File: config.mk
export PLATFORM = sky130hd
export DESIGN_NAME = uart_ring_buffer_rs485_unit
export DESIGN_NICKNAME = d
export VERILOG_FILES = /design/src/design/urb485_pkg.sv /design/src/design/uart_ring_buffer_rs485_unit.sv
export SDC_FILE = /design/constraint.sdc
export NUM_CORES = 1
export LEC_CHECK = 0
export ABC_AREA = 1
export BUFFER_PORTS_ARGS = -buffer_cell sky130_fd_sc_hd__buf_2
export CELL_PAD_IN_SITES_DETAIL_PLACEMENT = 0
export CELL_PAD_IN_SITES_GLOBAL_PLACEMENT = 1
export CORE_AREA = 2 2 342 344
export DETAILED_ROUTE_END_ITERATION = 10
export DIE_AREA = 0 0 344 346
export PLACE_DENSITY_LB_ADDON = 0.1
export SYNTH_ARGS = -nofsm -noshare
export SYNTH_HDL_FRONTEND = slang
export SYNTH_SLANG_ARGS = --single-unit
export TNS_END_PERCENT = 30
File: constraint.sdc
create_clock -name i_clk -period 4.79 [get_ports i_clk]
set_input_delay 0.958 -clock i_clk [delete_from_list [all_inputs] [get_ports i_clk]]
set_output_delay 0.958 -clock i_clk [all_outputs]
set_load 0.01 [all_outputs]
File: src/design/urb485_pkg.sv
package urb485_pkg;

    typedef enum logic [1:0] {
        OP_RX_BYTE  = 2'd0,
        OP_READ     = 2'd1,
        OP_WRITE    = 2'd2,
        OP_TX_DONE  = 2'd3
    } t_opcode;

    typedef struct packed {
        logic [1:0] opcode;
        logic [7:0] received_byte;
        logic       receive_error;
        logic [7:0] send_byte;
        logic       line_idle;
    } t_in_beat;

    typedef struct packed {
        logic [7:0] read_data;
        logic       read_valid;
        logic [7:0] line_byte;
        logic       line_valid;
        logic       write_accepted;
        logic       driver_on;
        logic       overflow_seen;
        logic [6:0] receive_level;
        logic [6:0] transmit_level;
    } t_out_beat;

    typedef struct packed {
        logic       read_valid;
        logic       line_valid;
        logic       line_from_store;
        logic [7:0] line_byte;
        logic       write_accepted;
        logic       driver_on;
        logic       overflow_seen;
        logic [6:0] receive_level;
        logic [6:0] transmit_level;
    } t_res_ctl;

endpackage

File: src/design/uart_ring_buffer_rs485_unit.sv
// Receive and transmit byte rings with RS485 driver-enable control. Each input
// beat is one event (byte received, read, write, transmit complete) and yields
// exactly one result beat. One beat is taken every clock while the input stall is low;
// a result appears in the cycle after its event is taken, because the ring stores are
// read through a registered read port that is loaded together with the result register.
// Input stall rises only while a result is held and the output side stalls.
// Ring contents come up undefined after reset and need no clearing pass;
// pointers, levels, the overflow flag and the driver enable reset at once.
module uart_ring_buffer_rs485_unit #(
    parameter int RX_DEPTH = 64,
    parameter int TX_DEPTH = 64
) (
    input  logic                 i_clk,
    input  logic                 i_rst_n,
    input  logic                 i_cfg_we,
    input  logic                 i_cfg_wdata,
    input  logic                 i_valid,
    output logic                 o_stall,
    input  urb485_pkg::t_in_beat i_data,
    output logic                 o_valid,
    input  logic                 i_stall,
    output urb485_pkg::t_out_beat o_data
);

    localparam int RXPW = (RX_DEPTH > 1) ? $clog2(RX_DEPTH) : 1;
    localparam int TXPW = (TX_DEPTH > 1) ? $clog2(TX_DEPTH) : 1;
    localparam int RXCW = $clog2(RX_DEPTH + 1);
    localparam int TXCW = $clog2(TX_DEPTH + 1);
    localparam logic [RXPW-1:0] RX_LAST = RXPW'(RX_DEPTH - 1);
    localparam logic [TXPW-1:0] TX_LAST = TXPW'(TX_DEPTH - 1);
    localparam logic [RXCW-1:0] RX_FULL = RXCW'(RX_DEPTH);
    localparam logic [TXCW-1:0] TX_FULL = TXCW'(TX_DEPTH);

    logic [7:0] rx_mem [RX_DEPTH];
    logic [7:0] tx_mem [TX_DEPTH];

    logic [RXPW-1:0] r_rx_wr_ptr, n_rx_wr_ptr;
    logic [RXPW-1:0] r_rx_rd_ptr, n_rx_rd_ptr;
    logic [RXCW-1:0] r_rx_cnt, n_rx_cnt;
    logic [TXPW-1:0] r_tx_wr_ptr, n_tx_wr_ptr;
    logic [TXPW-1:0] r_tx_rd_ptr, n_tx_rd_ptr;
    logic [TXCW-1:0] r_tx_cnt, n_tx_cnt;
    logic            r_ovf, n_ovf;
    logic            r_drv, n_drv;
    logic            r_mode;
    logic            r_res_vld;
    urb485_pkg::t_res_ctl r_res, n_res;
    logic [7:0]      r_rx_q;
    logic [7:0]      r_tx_q;

    logic advance;
    logic take;
    logic rx_we;
    logic tx_we;

    assign advance = !(r_res_vld && i_stall);
    assign take    = i_valid && advance;
    assign o_stall = !advance;

    always_comb begin
        n_rx_wr_ptr = r_rx_wr_ptr;
        n_rx_rd_ptr = r_rx_rd_ptr;
        n_rx_cnt    = r_rx_cnt;
        n_tx_wr_ptr = r_tx_wr_ptr;
        n_tx_rd_ptr = r_tx_rd_ptr;
        n_tx_cnt    = r_tx_cnt;
        n_ovf       = r_ovf;
        n_drv       = r_drv;
        rx_we       = 1'b0;
        tx_we       = 1'b0;
        n_res       = '0;

        unique case (urb485_pkg::t_opcode'(i_data.opcode))
            urb485_pkg::OP_RX_BYTE: begin
                if (!i_data.receive_error) begin
                    rx_we       = 1'b1;
                    n_rx_wr_ptr = (r_rx_wr_ptr == RX_LAST) ? '0 : r_rx_wr_ptr + 1'b1;
                    if (r_rx_cnt + 1'b1 == RX_FULL) begin
                        n_rx_cnt = '0;
                        n_ovf    = 1'b1;
                    end else begin
                        n_rx_cnt = r_rx_cnt + 1'b1;
                    end
                end
            end
            urb485_pkg::OP_READ: begin
                if (r_rx_cnt != '0) begin
                    n_res.read_valid = 1'b1;
                    n_rx_rd_ptr = (r_rx_rd_ptr == RX_LAST) ? '0 : r_rx_rd_ptr + 1'b1;
                    n_rx_cnt    = r_rx_cnt - 1'b1;
                end
            end
            urb485_pkg::OP_WRITE: begin
                if (r_tx_cnt < TX_FULL) begin
                    n_res.write_accepted = 1'b1;
                    if (r_tx_cnt != '0 || !i_data.line_idle) begin
                        tx_we       = 1'b1;
                        n_tx_wr_ptr = (r_tx_wr_ptr == TX_LAST) ? '0 : r_tx_wr_ptr + 1'b1;
                        n_tx_cnt    = r_tx_cnt + 1'b1;
                    end else begin
                        n_res.line_valid = 1'b1;
                        n_res.line_byte  = i_data.send_byte;
                        if (r_mode) begin
                            n_drv = 1'b1;
                        end
                    end
                end
            end
            urb485_pkg::OP_TX_DONE: begin
                if (r_tx_cnt != '0) begin
                    n_res.line_valid      = 1'b1;
                    n_res.line_from_store = 1'b1;
                    n_tx_cnt    = r_tx_cnt - 1'b1;
                    n_tx_rd_ptr = (r_tx_rd_ptr == TX_LAST) ? '0 : r_tx_rd_ptr + 1'b1;
                end else if (r_mode) begin
                    n_rx_wr_ptr = '0;
                    n_rx_rd_ptr = '0;
                    n_rx_cnt    = '0;
                    n_drv       = 1'b0;
                end
            end
            default: begin
            end
        endcase

        n_res.driver_on      = n_drv;
        n_res.overflow_seen  = n_ovf;
        n_res.receive_level  = 7'(n_rx_cnt);
        n_res.transmit_level = 7'(n_tx_cnt);
    end

    always_ff @(posedge i_clk) begin
        if (!i_rst_n) begin
            r_rx_wr_ptr <= '0;
            r_rx_rd_ptr <= '0;
            r_rx_cnt    <= '0;
            r_tx_wr_ptr <= '0;
            r_tx_rd_ptr <= '0;
            r_tx_cnt    <= '0;
            r_ovf       <= 1'b0;
            r_drv       <= 1'b0;
            r_mode      <= 1'b1;
            r_res_vld   <= 1'b0;
        end else begin
            if (i_cfg_we) begin
                r_mode <= i_cfg_wdata;
            end
            if (advance) begin
                r_res_vld <= i_valid;
            end
            if (take) begin
                r_rx_wr_ptr <= n_rx_wr_ptr;
                r_rx_rd_ptr <= n_rx_rd_ptr;
                r_rx_cnt    <= n_rx_cnt;
                r_tx_wr_ptr <= n_tx_wr_ptr;
                r_tx_rd_ptr <= n_tx_rd_ptr;
                r_tx_cnt    <= n_tx_cnt;
                r_ovf       <= n_ovf;
                r_drv       <= n_drv;
            end
        end
    end

    always_ff @(posedge i_clk) begin
        if (take) begin
            r_res <= n_res;
        end
    end

    always_ff @(posedge i_clk) begin
        if (take && rx_we) begin
            rx_mem[r_rx_wr_ptr] <= i_data.received_byte;
        end
        if (take) begin
            r_rx_q <= rx_mem[r_rx_rd_ptr];
        end
    end

    always_ff @(posedge i_clk) begin
        if (take && tx_we) begin
            tx_mem[r_tx_wr_ptr] <= i_data.send_byte;
        end
        if (take) begin
            r_tx_q <= tx_mem[r_tx_rd_ptr];
        end
    end

    assign o_valid = r_res_vld;

    always_comb begin
        o_data                = '0;
        o_data.read_valid     = r_res.read_valid;
        o_data.read_data      = r_res.read_valid ? r_rx_q : 8'd0;
        o_data.line_valid     = r_res.line_valid;
        o_data.line_byte      = r_res.line_from_store ? r_tx_q : r_res.line_byte;
        o_data.write_accepted = r_res.write_accepted;
        o_data.driver_on      = r_res.driver_on;
        o_data.overflow_seen  = r_res.overflow_seen;
        o_data.receive_level  = r_res.receive_level;
        o_data.transmit_level = r_res.transmit_level;
    end

`ifndef SYNTHESIS
    a_rx_level_below_depth: assert property (@(posedge i_clk) disable iff (!i_rst_n)
        r_rx_cnt < RX_FULL)
        else $error("receive level reached depth");

    a_tx_level_within_depth: assert property (@(posedge i_clk) disable iff (!i_rst_n)
        r_tx_cnt <= TX_FULL)
        else $error("transmit level exceeds depth");

    a_overflow_sticky: assert property (@(posedge i_clk) disable iff (!i_rst_n)
        r_ovf |=> r_ovf)
        else $error("overflow flag cleared");

    a_driver_stays_low: assert property (@(posedge i_clk) disable iff (!i_rst_n)
        (!r_mode && !r_drv) |=> !r_drv)
        else $error("driver enable raised outside RS485 mode");

    a_result_exclusive: assert property (@(posedge i_clk) disable iff (!i_rst_n)
        (r_res_vld && r_res.read_valid) |-> (!r_res.line_valid && !r_res.write_accepted))
        else $error("read result mixed with transmit result");
`endif

endmodule
==> results of run 1 <==
-- area by class of cell --
cell class              count  share of cell area (%)
clock buffers             145                    6.21
flip-flops and latches   1110                    64.3
repair buffers            115                    1.58
well taps                1524                    3.72
inverters                 127                   0.965
clock inverters            74                    1.46
multi-input cells        2378                    21.8
-- power by group through the flow --
stage / clock network (mW) / logic (mW) / registers, mW
after floorplan: 0 / 0.691 / 10.9
after global placement: 0 / 1.18 / 11.0
after detailed placement: 0 / 1.18 / 11.0
after CTS: 9.45 / 1.18 / 10.8
after global routing: 9.83 / 1.28 / 10.8
final: 9.29 / 1.16 / 10.8
-- placed cells by master (no fill, tap or decap), types with 6 or more instances in the layout --
cell type / count
ha_1: 8
clkbuf_16: 122
a31oi_1: 6
inv_2: 11
o211ai_1: 101
clkinv_2: 31
nor2_1: 657
nand2_1: 593
o21ai_1: 21
xor2_1: 9
a21oi_1: 89
mux2_2: 8
nand3_1: 326
clkbuf_1: 19
dfxtp_1: 36
nand2_2: 6
o22ai_1: 47
buf_4: 45
clkinv_1: 29
buf_2: 62
o21ai_0: 390
inv_1: 105
edfxtp_1: 1068
o31ai_1: 19
nor3_1: 17
o221ai_1: 32
buf_12: 8
nor2_2: 6
nand4_1: 9
bufinv_16: 15
nand3_2: 7
-- logic make-up after synthesis --
family,after synthesis
muxes,10
DFF,1110
AOI/OAI and AO/OA,710
adders and majority gates,8
xor gates and xnor gates,9
buffers and inverters,375
and+or+nand+nor,1641
-- through the flow --
stage	cells	utilization, %	hold slack (ps)	setup WS [ps]	power [mW]
after global routing	5473	44.4	447	1260	21.9
final	5473	44.4	460	1480	21.2
after detailed placement	5254	41.0	456	969	12.1
after floorplan	3863	-	430	1590	11.6
after global placement	5254	41.0	459	1020	12.1
after CTS	5473	44.4	424	1460	21.4
-- worst max-delay path, delay by kind of cell (launching register included) --
family                   cells  cell delay [ps]
buffers and inverters        2              270
adder cells (fa/ha/maj)      1              300
AND/OR/NAND/NOR              6             1960
flip-flops                   1              370
-- routing by layer --
metal	global-route usage (%)	vias to the layer above
met5	0	-
met4	6.57	2
met3	2.93	185
met2	36.6	660
met1	29.2	14500
li1	-	13800
-- worst max-delay path by stage --
| stage | slack [ps] | cells past startpoint | endpoint | from |
|---|---|---|---|---|
| global placement | 1020 | 8 | tx_mem[14][0]$_DFFE_PP_ | i_data[18] |
| floorplan | 1590 | 7 | r_tx_cnt[1]$_SDFFE_PN0P_ | i_stall |
| detailed placement | 970 | 8 | tx_mem[14][0]$_DFFE_PP_ | i_data[18] |
| finish | 1480 | 9 | tx_mem[14][0]$_DFFE_PP_ | r_tx_cnt[0]$_SDFFE_PN0P_ |
| CTS | 1460 | 9 | tx_mem[14][2]$_DFFE_PP_ | r_tx_cnt[0]$_SDFFE_PN0P_ |
| global route | 1260 | 9 | tx_mem[14][2]$_DFFE_PP_ | r_tx_cnt[0]$_SDFFE_PN0P_ |
-- registers in the layout (all words and copies together), names as in the netlist --
name,count
o_valid,1
tx_mem,512
r_tx_cnt,7
r_mode,1
r_tx_rd_ptr,6
r_rx_wr_ptr,6
r_drv,1
r_res,9
r_ovf,1
r_tx_wr_ptr,6
o_data,19
r_rx_q,8
rx_mem,512
r_tx_q,8
r_rx_rd_ptr,6
r_rx_cnt,7
==> run metrics, run 1 <==
Max-cap violations 0; reg-to-reg slack, setup 1480 ps; EDFF count, synth 1068; initial antenna violation count 2; CP Data Arrival Time 3630 ps; layout cells sized above 1 9.01%; Synth top area share 70.1%; largest net degree at the start of global routing approximately 160; Worst Skew 23.9 ps; Crit Path Class register to register; Post-Syn Area between 0.04 and 0.05 mm²; total internal power 16.5 mW; r2r worst-path depth 9; post-synth cell types 46; met2 WL 64.5 mm; synthesized net count 3897; outcome complete, no violations; clock tree sinks 1110; CTS H-tree depth 3; placed inst area between 0.04 and 0.05 mm²; synthesized area per cell 11.8 µm²; VDD IR max roughly 0.00032 V; min Tclk post-route 3310 ps; root buffer cell clkbuf_16; top layer in use met5; Critical Path Source Type register; Die Ht approximately 350 µm; RSZ-0062 raised after global routing no; Total Die Area 0.119 mm²; die width 344 µm; ANT nets after route 0; XOR/XNOR Fraction of Synth Area 0.172%; multi-input combinational cell area between 0.01 and 0.015 mm²; vias in the first global route 28800; # DRC 0; Leak Pwr ~17 nW; cell taking the most area after synthesis edfxtp_1; FILL cells 10900; Post-CTS Hold Fix Bufs 0; Ant. Diodes 0; hold worst-path end r_ovf$_SDFFE_PN0P_; CP max-delay cell nor2_1; count leader, synth edfxtp_1; Switching Share 22.3%; Req. time, crit path 5120 ps; Most used DFF post-synth edfxtp_1; hold path depth 2; Mapped Cells slightly below 4000; post-cts gate resize count 0; met3 wire len a little over 5 mm; Design Area, Final 0.0512 mm²; Worst slew margin between 10% and 20%; Synth Warn # 0; Layout Nets ~4000; post-DR wirelength/cell 23.9 µm; worst slew pin tran around 1200 ps; post-DP HPWL 78.0 mm; crit share post-route between 60% and 70%; clock power share 43.8%; cell row count about 130; post-synthesis mux area share less than 1%; number of synthesized register bits around 1100; final hold viol count 0; Num CTS Buffers 119; via count 29100; routability cong. just over 0.8; Starting DRT DRC Count 2429; Comb power frac 5.4%; PD cells 414 mW/mm²; crit-path cells inv_1 > ha_1 > nand4_4 > nor2_2 > inv_2 > nand2_2 > nor2_4 > nand2_1 > nor2_1; ys async rst share 0%; r2r endpoint tx_mem[14][0]$_DFFE_PP_; Initial DRT Pass Iterations 7; Worst-path clk slew 60 ps; Fin Setup TNS 0 ps; Area Overhead vs Synth 12.0%; register area 0.0329 mm²; fmax between 300 and 400 MHz; main combinational cell family by area after synthesis simple AND/OR/NAND/NOR gates; post-synthesis adder-cell area fraction 0.219%; Synth top cells by count 1068 x edfxtp_1, 658 x nor2_1, 593 x nand2_1; Post-Synth Simple-Gate Area 14.9%; clock buffer depth 3; hold crit path type register to register; post-synthesis compound-gate area fraction 8.87%; worst-path fanout max 12; vias per cell 5.32; Flop pwr share between 50% and 60%; hold path start r_ovf$_SDFFE_PN0P_; Total Routing Usage GR 21.7%; Routed WL about 130 mm; CP endpoint kind register; synth top area cells edfxtp_1 70%, nor2_1 5.4%, nand2_1 4.9%; CTS tree built; I/O Buffers 62; register area share after synthesis 72.0%; Setup-failing EPs final 0; CP max stage delay 780 ps; Slew Limit Fails 0; global-route wire length before repair 191 mm; Initial Util 39.6%; RR Startpoint r_tx_cnt[0]$_SDFFE_PN0P_; # IOs 63; Post-CTS Setup Bufs 0; Overflow after GRT 0; NetSw 4.73 mW; met1 WL between 50 and 60 mm; core box area 0.115 mm²; clk_lat worst skew around 710 ps
No activity file was read; power rests on OpenSTA's default activity.
==> run 2: changes to the inputs <==
clock period = 2.85 ns   (was 4.79 ns; I/O delays follow)
==> run 2 against run 1 <==
Clock skew grew 7.4 ps. Via count up 2.1%. Core utilization up 1.5 points. Register-to-register slack worse by 1100 ps. Clock power is 59% higher. Sequential power is 68% higher. Largest power group unchanged.
==> run metrics, run 2 (synthesized netlist as in run 1, its figures left out) <==
crit share post-route 88.1%; clock tree sinks 1110 (unchanged); CTS H-tree depth 3 (unchanged); crit-path cells nand2_1 > inv_1 > buf_2; initial antenna violation count 0 (-2); # DRC 0 (unchanged); Max-cap violations 0 (unchanged); crit path from o_data[26]$_SDFFCE_PN0P_; hold path start i_cfg_we; Starting DRT DRC Count 2320 (-4.5%); Routed WL 130 mm (-0.34%); fmax 398 MHz; die width 344 µm (unchanged); # IOs 63 (unchanged); final hold viol count 0 (unchanged); Die Ht 346 µm (unchanged); CP max stage delay 740 ps (-40 ps); hold path depth 2 (unchanged); cell row count 125 (unchanged); Total Routing Usage GR 21.9% (+0.13 points); Area Overhead vs Synth 15.9%; CP Data Arrival Time 1940 ps (-1690 ps); Cells after DPL 5470 (+4.1%); global-route wire length before repair 194 mm (+1.4%); routability cong. 0.822 (+0.81%); CP endpoint kind primary output; outcome complete, no violations; Leak Pwr 18.5 nW (+6.5%); Ant. Diodes 0 (unchanged); min Tclk post-route 2510 ps; most frequent cells in the layout 1068 x edfxtp_1, 657 x nor2_1, 593 x nand2_1; CTS tree built; r2r endpoint tx_mem[63][4]$_DFFE_PP_; Worst-path clk slew 60 ps (about the same); I/O Buffers 62 (unchanged); CP max-delay cell edfxtp_1; Layout Nets 4102 (+5.6%); vias per cell 5.23 (-1.8%); commonest non-fill, non-tap cell in the layout edfxtp_1; root buffer cell clkbuf_16; Overflow after GRT 0 (unchanged); Critical Path End o_data[34]; Initial Util 39.6% (unchanged); VDD IR max 0.000465 V (+44%); worst-path fanout max 9 (-3); Fin Setup TNS 0 ps (unchanged); Num CTS Buffers 120 (+0.84%); largest net degree at the start of global routing 97 (-41%); r2r worst-path depth 10 (+1); Total Die Area 0.119 mm² (unchanged); final cell count without fillers 5692 (+4.0%); post-DP HPWL 81.7 mm (+4.8%); Worst Skew 31.3 ps (+7.41 ps); core box area 0.115 mm² (unchanged); PD cells 660 mW/mm² (+59%); clock buffer depth 3 (unchanged); Initial DRT Pass Iterations 5 (-2); vias in the first global route 30100 (+4.6%); ANT nets after route 0 (unchanged); Req. time, crit path 2280 ps (-2840 ps); post-cts gate resize count 0 (unchanged); clk_lat worst skew 720 ps (about the same); worst slew pin tran 805 ps (-406 ps); hold crit path type primary input to register; Crit Path Class register to primary output; RR Startpoint r_tx_cnt[0]$_SDFFE_PN0P_; post-DR wirelength/cell 22.9 µm (-4.2%); Critical Path Source Type register; Slew Limit Fails 0 (unchanged); Post-CTS Hold Fix Bufs 0 (unchanged); reg-to-reg slack, setup 380 ps (-1100 ps); Post-CTS Setup Bufs 0 (unchanged); RSZ-0062 raised after global routing no; Setup-failing EPs final 0 (unchanged); layout cells sized above 1 13.5% (+4.4 points); Worst slew margin 46.4% (+27 points); via count 29700 (+2.1%)
run 2: layout make-up:
class	instances	area, µm²
Inverter	127	494
Sequential cell	1110	32900
Tap cell	1524	1910
Multi-Input combinational cell	2378	11200
Timing Repair Buffer	331	2770
Fill cell	10800	62400
Clock buffer	151	3200
Clock inverter	71	519
run 2: worst max-delay path: cells and delay by family, from the launching register on:
family	cells	cell delay (ps)
simple gates	1	230
buf+inv	2	270
flops	1	740
run 2: layer usage:
layer | GRT usage (%) | up-vias | share of wire (%)
li1 | - | 14200 | -
met1 | 28.7 | 14700 | 43
met2 | 37.8 | 657 | 50
met3 | 2.56 | 201 | 3.7
met4 | 6.71 | 0 | 3.1
met5 | 0 | - | 0
run 2: worst min-delay path by stage:
| stage | end | slack (ps) |
|---|---|---|
| floorplan | r_ovf$_SDFFE_PN0P_ | 430 |
| global placement | r_ovf$_SDFFE_PN0P_ | 460 |
| detailed placement | r_ovf$_SDFFE_PN0P_ | 460 |
| CTS | r_mode$_SDFFE_PN1P_ | 40 |
| global route | r_mode$_SDFFE_PN1P_ | 50 |
| finish | r_mode$_SDFFE_PN1P_ | 80 |
run 2: power breakdown:
| group | switching (mW) | internal, mW |
|---|---|---|
| Clock | 6.28 | 8.52 |
| Combinational | 1.52 | 0.585 |
| Sequential | 0.0887 | 18.0 |
| Total | 7.89 | 27.1 |
run 2: stage by stage:
step                      utilization [%]  hold slack (ps)  worst slack (ps)  instance area [µm²]  power [mW]
after floorplan                         -              430              41.2                45700        19.5
after global placement               42.7              458               250                49300        20.6
after detailed placement             42.7              460               243                49300        20.5
after CTS                            45.9             39.2               241                53000        35.3
after global routing                 45.9             51.4               228                53000        36.1
final                                45.9             80.3               340                53000        35.0
==> run 3: changes to the inputs <==
ABC_AREA = default   (was 1)
CORE_AREA = 2 2 336 338   (was 2 2 342 344)
DIE_AREA = 0 0 338 340   (was 0 0 344 346)
==> run 3 against run 2 <==
Clock skew is 8.1 ps lower. Fmax is 8.7% lower. Sequential power hardly changed. Via count is 23% lower. First-iteration DRC count is 22% lower. Register-to-register slack worse by 280 ps. Critical path type is now register to register. Largest cell class unchanged.
==> run metrics, run 3 <==
outcome complete, no violations; most frequent CP cell buf_4; WHS 87.9 ps (+7.68 ps); CP endpoint kind register; Synth Warn # 0 (unchanged); Synth top cells by count 1068 x edfxtp_1, 245 x mux4_2, 168 x nor2_1; Setup-failing EPs final 0 (unchanged); total internal power 27.6 mW (+1.9%); NetSw 7.28 mW (-7.7%); clock buffer depth 3 (unchanged); Starting DRT DRC Count 1807 (-22%); Req. time, crit path 3300 ps (+1020 ps); Initial DRT Pass Iterations 7 (+2); core box area 0.112 mm² (-3.3%); # IOs 63 (unchanged); die width 338 µm (-1.7%); Area Overhead vs Synth 18.0%; Max-cap violations 0 (unchanged); crit-path cells inv_1 > ha_1 > or4b_4 > o311a_1 > and2_2 > nand2_1 > buf_4 > nor2_1 > buf_4; VDD IR max 0.000580 V (+25%); CTS H-tree depth 3 (unchanged); Post-Syn Area 0.0442 mm² (-3.4%); cell row count 123 (-1.6%); global-route wire length before repair 163 mm (-16%); register area share after synthesis 74.5% (+2.5 points); Most used DFF post-synth edfxtp_1; CP top delay family simple AND/OR/NAND/NOR gates; Layout Nets 2656 (-35%); cell taking the most area after synthesis edfxtp_1; routability cong. 0.834 (+1.5%); Worst slew margin 36.4% (-10 points); via count 22900 (-23%); Leak Pwr 16.4 nW (-11%); I/O Buffers 62 (unchanged); Flop pwr share 51.6% (about the same); worst-path fanout max 8 (-1); ys async rst share 0% (unchanged); post-DR wirelength/cell 26.5 µm (+16%); Switching Share 20.9% (-1.7 points); clk_lat worst skew 700 ps (-20 ps); Comb power frac 4.3% (-1.7 points); count leader, synth edfxtp_1; ANT nets after route 0 (unchanged); CTS tree built; Crit Path Class register to register; min Tclk post-route 2750 ps (+238 ps); CP Data Arrival Time 3200 ps (+1260 ps); Total Routing Usage GR 19.6% (-2.3 points); Total Die Area 0.115 mm² (-3.4%); synthesized area per cell 19.0 µm² (+60%); commonest non-fill, non-tap cell in the layout edfxtp_1; WP buf/inv 3 (+1); hold crit path type primary input to register; fmax 364 MHz (-8.7%); most frequent cells in the layout 1068 x edfxtp_1, 245 x mux4_2, 240 x buf_4; CP max stage delay 520 ps (-220 ps); clock power share 44.1% (+1.8 points); Num CTS Buffers 116 (-3.3%); final hold viol count 0 (unchanged); Critical Path Source Type register; Tot Pwr 34.9 mW (-0.25%); synthesized net count 2362 (-39%); root buffer cell clkbuf_16; Design Area, Final 0.0521 mm² (-1.6%); largest net degree at the start of global routing 66 (-32%); Die Ht 340 µm (-1.7%); Synth top area share 72.6% (+2.5 points); placed inst area 0.0481 mm² (-2.3%); initial antenna violation count 0 (unchanged); vias per cell 5.42 (+3.7%); Routed WL 112 mm (-14%); post-synth cell types 76 (+65%); worst slew pin tran 953 ps (+148 ps); Slew Limit Fails 0 (unchanged); clock tree sinks 1110 (unchanged); layout cells sized above 1 31.1% (+18 points); vias in the first global route 23800 (-21%); Mapped Cells 2328 (-40%); Initial Util 39.6% (about the same); PD cells 669 mW/mm² (+1.4%); # DRC 0 (unchanged); synth top area cells edfxtp_1 73%, mux4_2 12%, dfxtp_1 1.9%; Worst-path clk slew 60 ps (about the same); Overflow after GRT 0 (unchanged); Worst Skew 23.2 ps (-8.07 ps); Ant. Diodes 0 (unchanged); crit share post-route 96.4% (+8.3 points); post-DP HPWL 74.0 mm (-9.4%); EDFF count, synth 1068 (unchanged); number of synthesized register bits 1110 (unchanged); CP max-delay cell or4b_4
==> run 3: cell count changes in the layout (fill, tap and decap cells not counted), moves of 22 or more <==
cell and change:
nand2_1 -503, a22oi_1 +36, and2_1 +25, nand3_1 -300
nor2_1 -523, mux4_2 +245, inv_1 -90, o211ai_1 -93
a21oi_1 -50, mux2i_1 +59, o221ai_1 -26, nor2_2 +27
nor2b_1 +22, o21ai_0 -345
==> run 3: worst reg2reg max path: cells and delay by family, from the launching register on <==
kind	cells	cell delay, ps
AOI/OAI and AO/OA	1	430
and+or+nand+nor	4	1020
adders and majority gates	1	230
DFF	1	310
buffers and inverters	3	530
==> run 3: metal layers <==
metal	part of all wire [%]	track usage (%)
met5	0	0
met4	2.6	5.53
met3	4.1	3.04
met2	51	33.9
met1	42	25.6
==> run 3: final timing paths <==
path | start | end | slack, ps | depth (start not counted)
setup / recovery | r_tx_cnt[0]$_SDFFE_PN0P_ | tx_mem[62][3]$_DFFE_PP_ | 100 | 9
setup reg to reg | r_tx_cnt[0]$_SDFFE_PN0P_ | tx_mem[62][3]$_DFFE_PP_ | 100 | 9
hold reg to reg | r_ovf$_SDFFE_PN0P_ | r_ovf$_SDFFE_PN0P_ | 480 | 2
hold / removal | i_cfg_wdata | r_mode$_SDFFE_PN1P_ | 90 | 3
==> run 3: cell type report <==
cell class              count  area, µm²
multi-input cells        1040      10600
clock buffers             135       3100
clock inverters            85        822
well taps                1500       1880
inverters                  18       67.6
repair buffers            336       2790
fillers                  9437      59400
flip-flops and latches   1110      32900
==> run 3: per-stage QoR <==
stage,setup TNS [ps],util (%),setup WS [ps],std cells
finish,0,46.7,102,4224
CTS,0,46.7,7.18,4224
floorplan,-336,-,-42.1,2328
detailed placement,-102080,43.1,-486,4004
global placement,-97660,43.1,-445,4004
global route,-17.1,46.7,-7.10,4224
==> run 3: cells by family after synthesis <==
kind of cell	Yosys count	synth area share, %
XOR/XNOR	8	0.159
flip-flops	1110	74.5
multiplexers	319	14.2
adder cells (fa/ha/maj)	8	0.227
buffers and inverters	178	1.83
AO/OA/AOI/OAI	276	4.32
AND/OR/NAND/NOR	429	4.75
==> run 3: power by group through the flow <==
stage	logic, mW	registers, mW	clock network [mW]
CTS	1.53	18.0	15.7
floorplan	0.806	18.3	0
finish	1.49	18.0	15.4
detailed placement	1.53	18.4	0
global route	1.62	18.0	16.3
global placement	1.52	18.3	0
==> run 3: what timing repair did <==
| item | CTS | global route |
|---|---|---|
| endpoints found under the setup margin | 256 | 199 |
| resized for setup | 14 | 23 |
| buffers inserted | 0 | 0 |
| hold buffers | 0 | 0 |
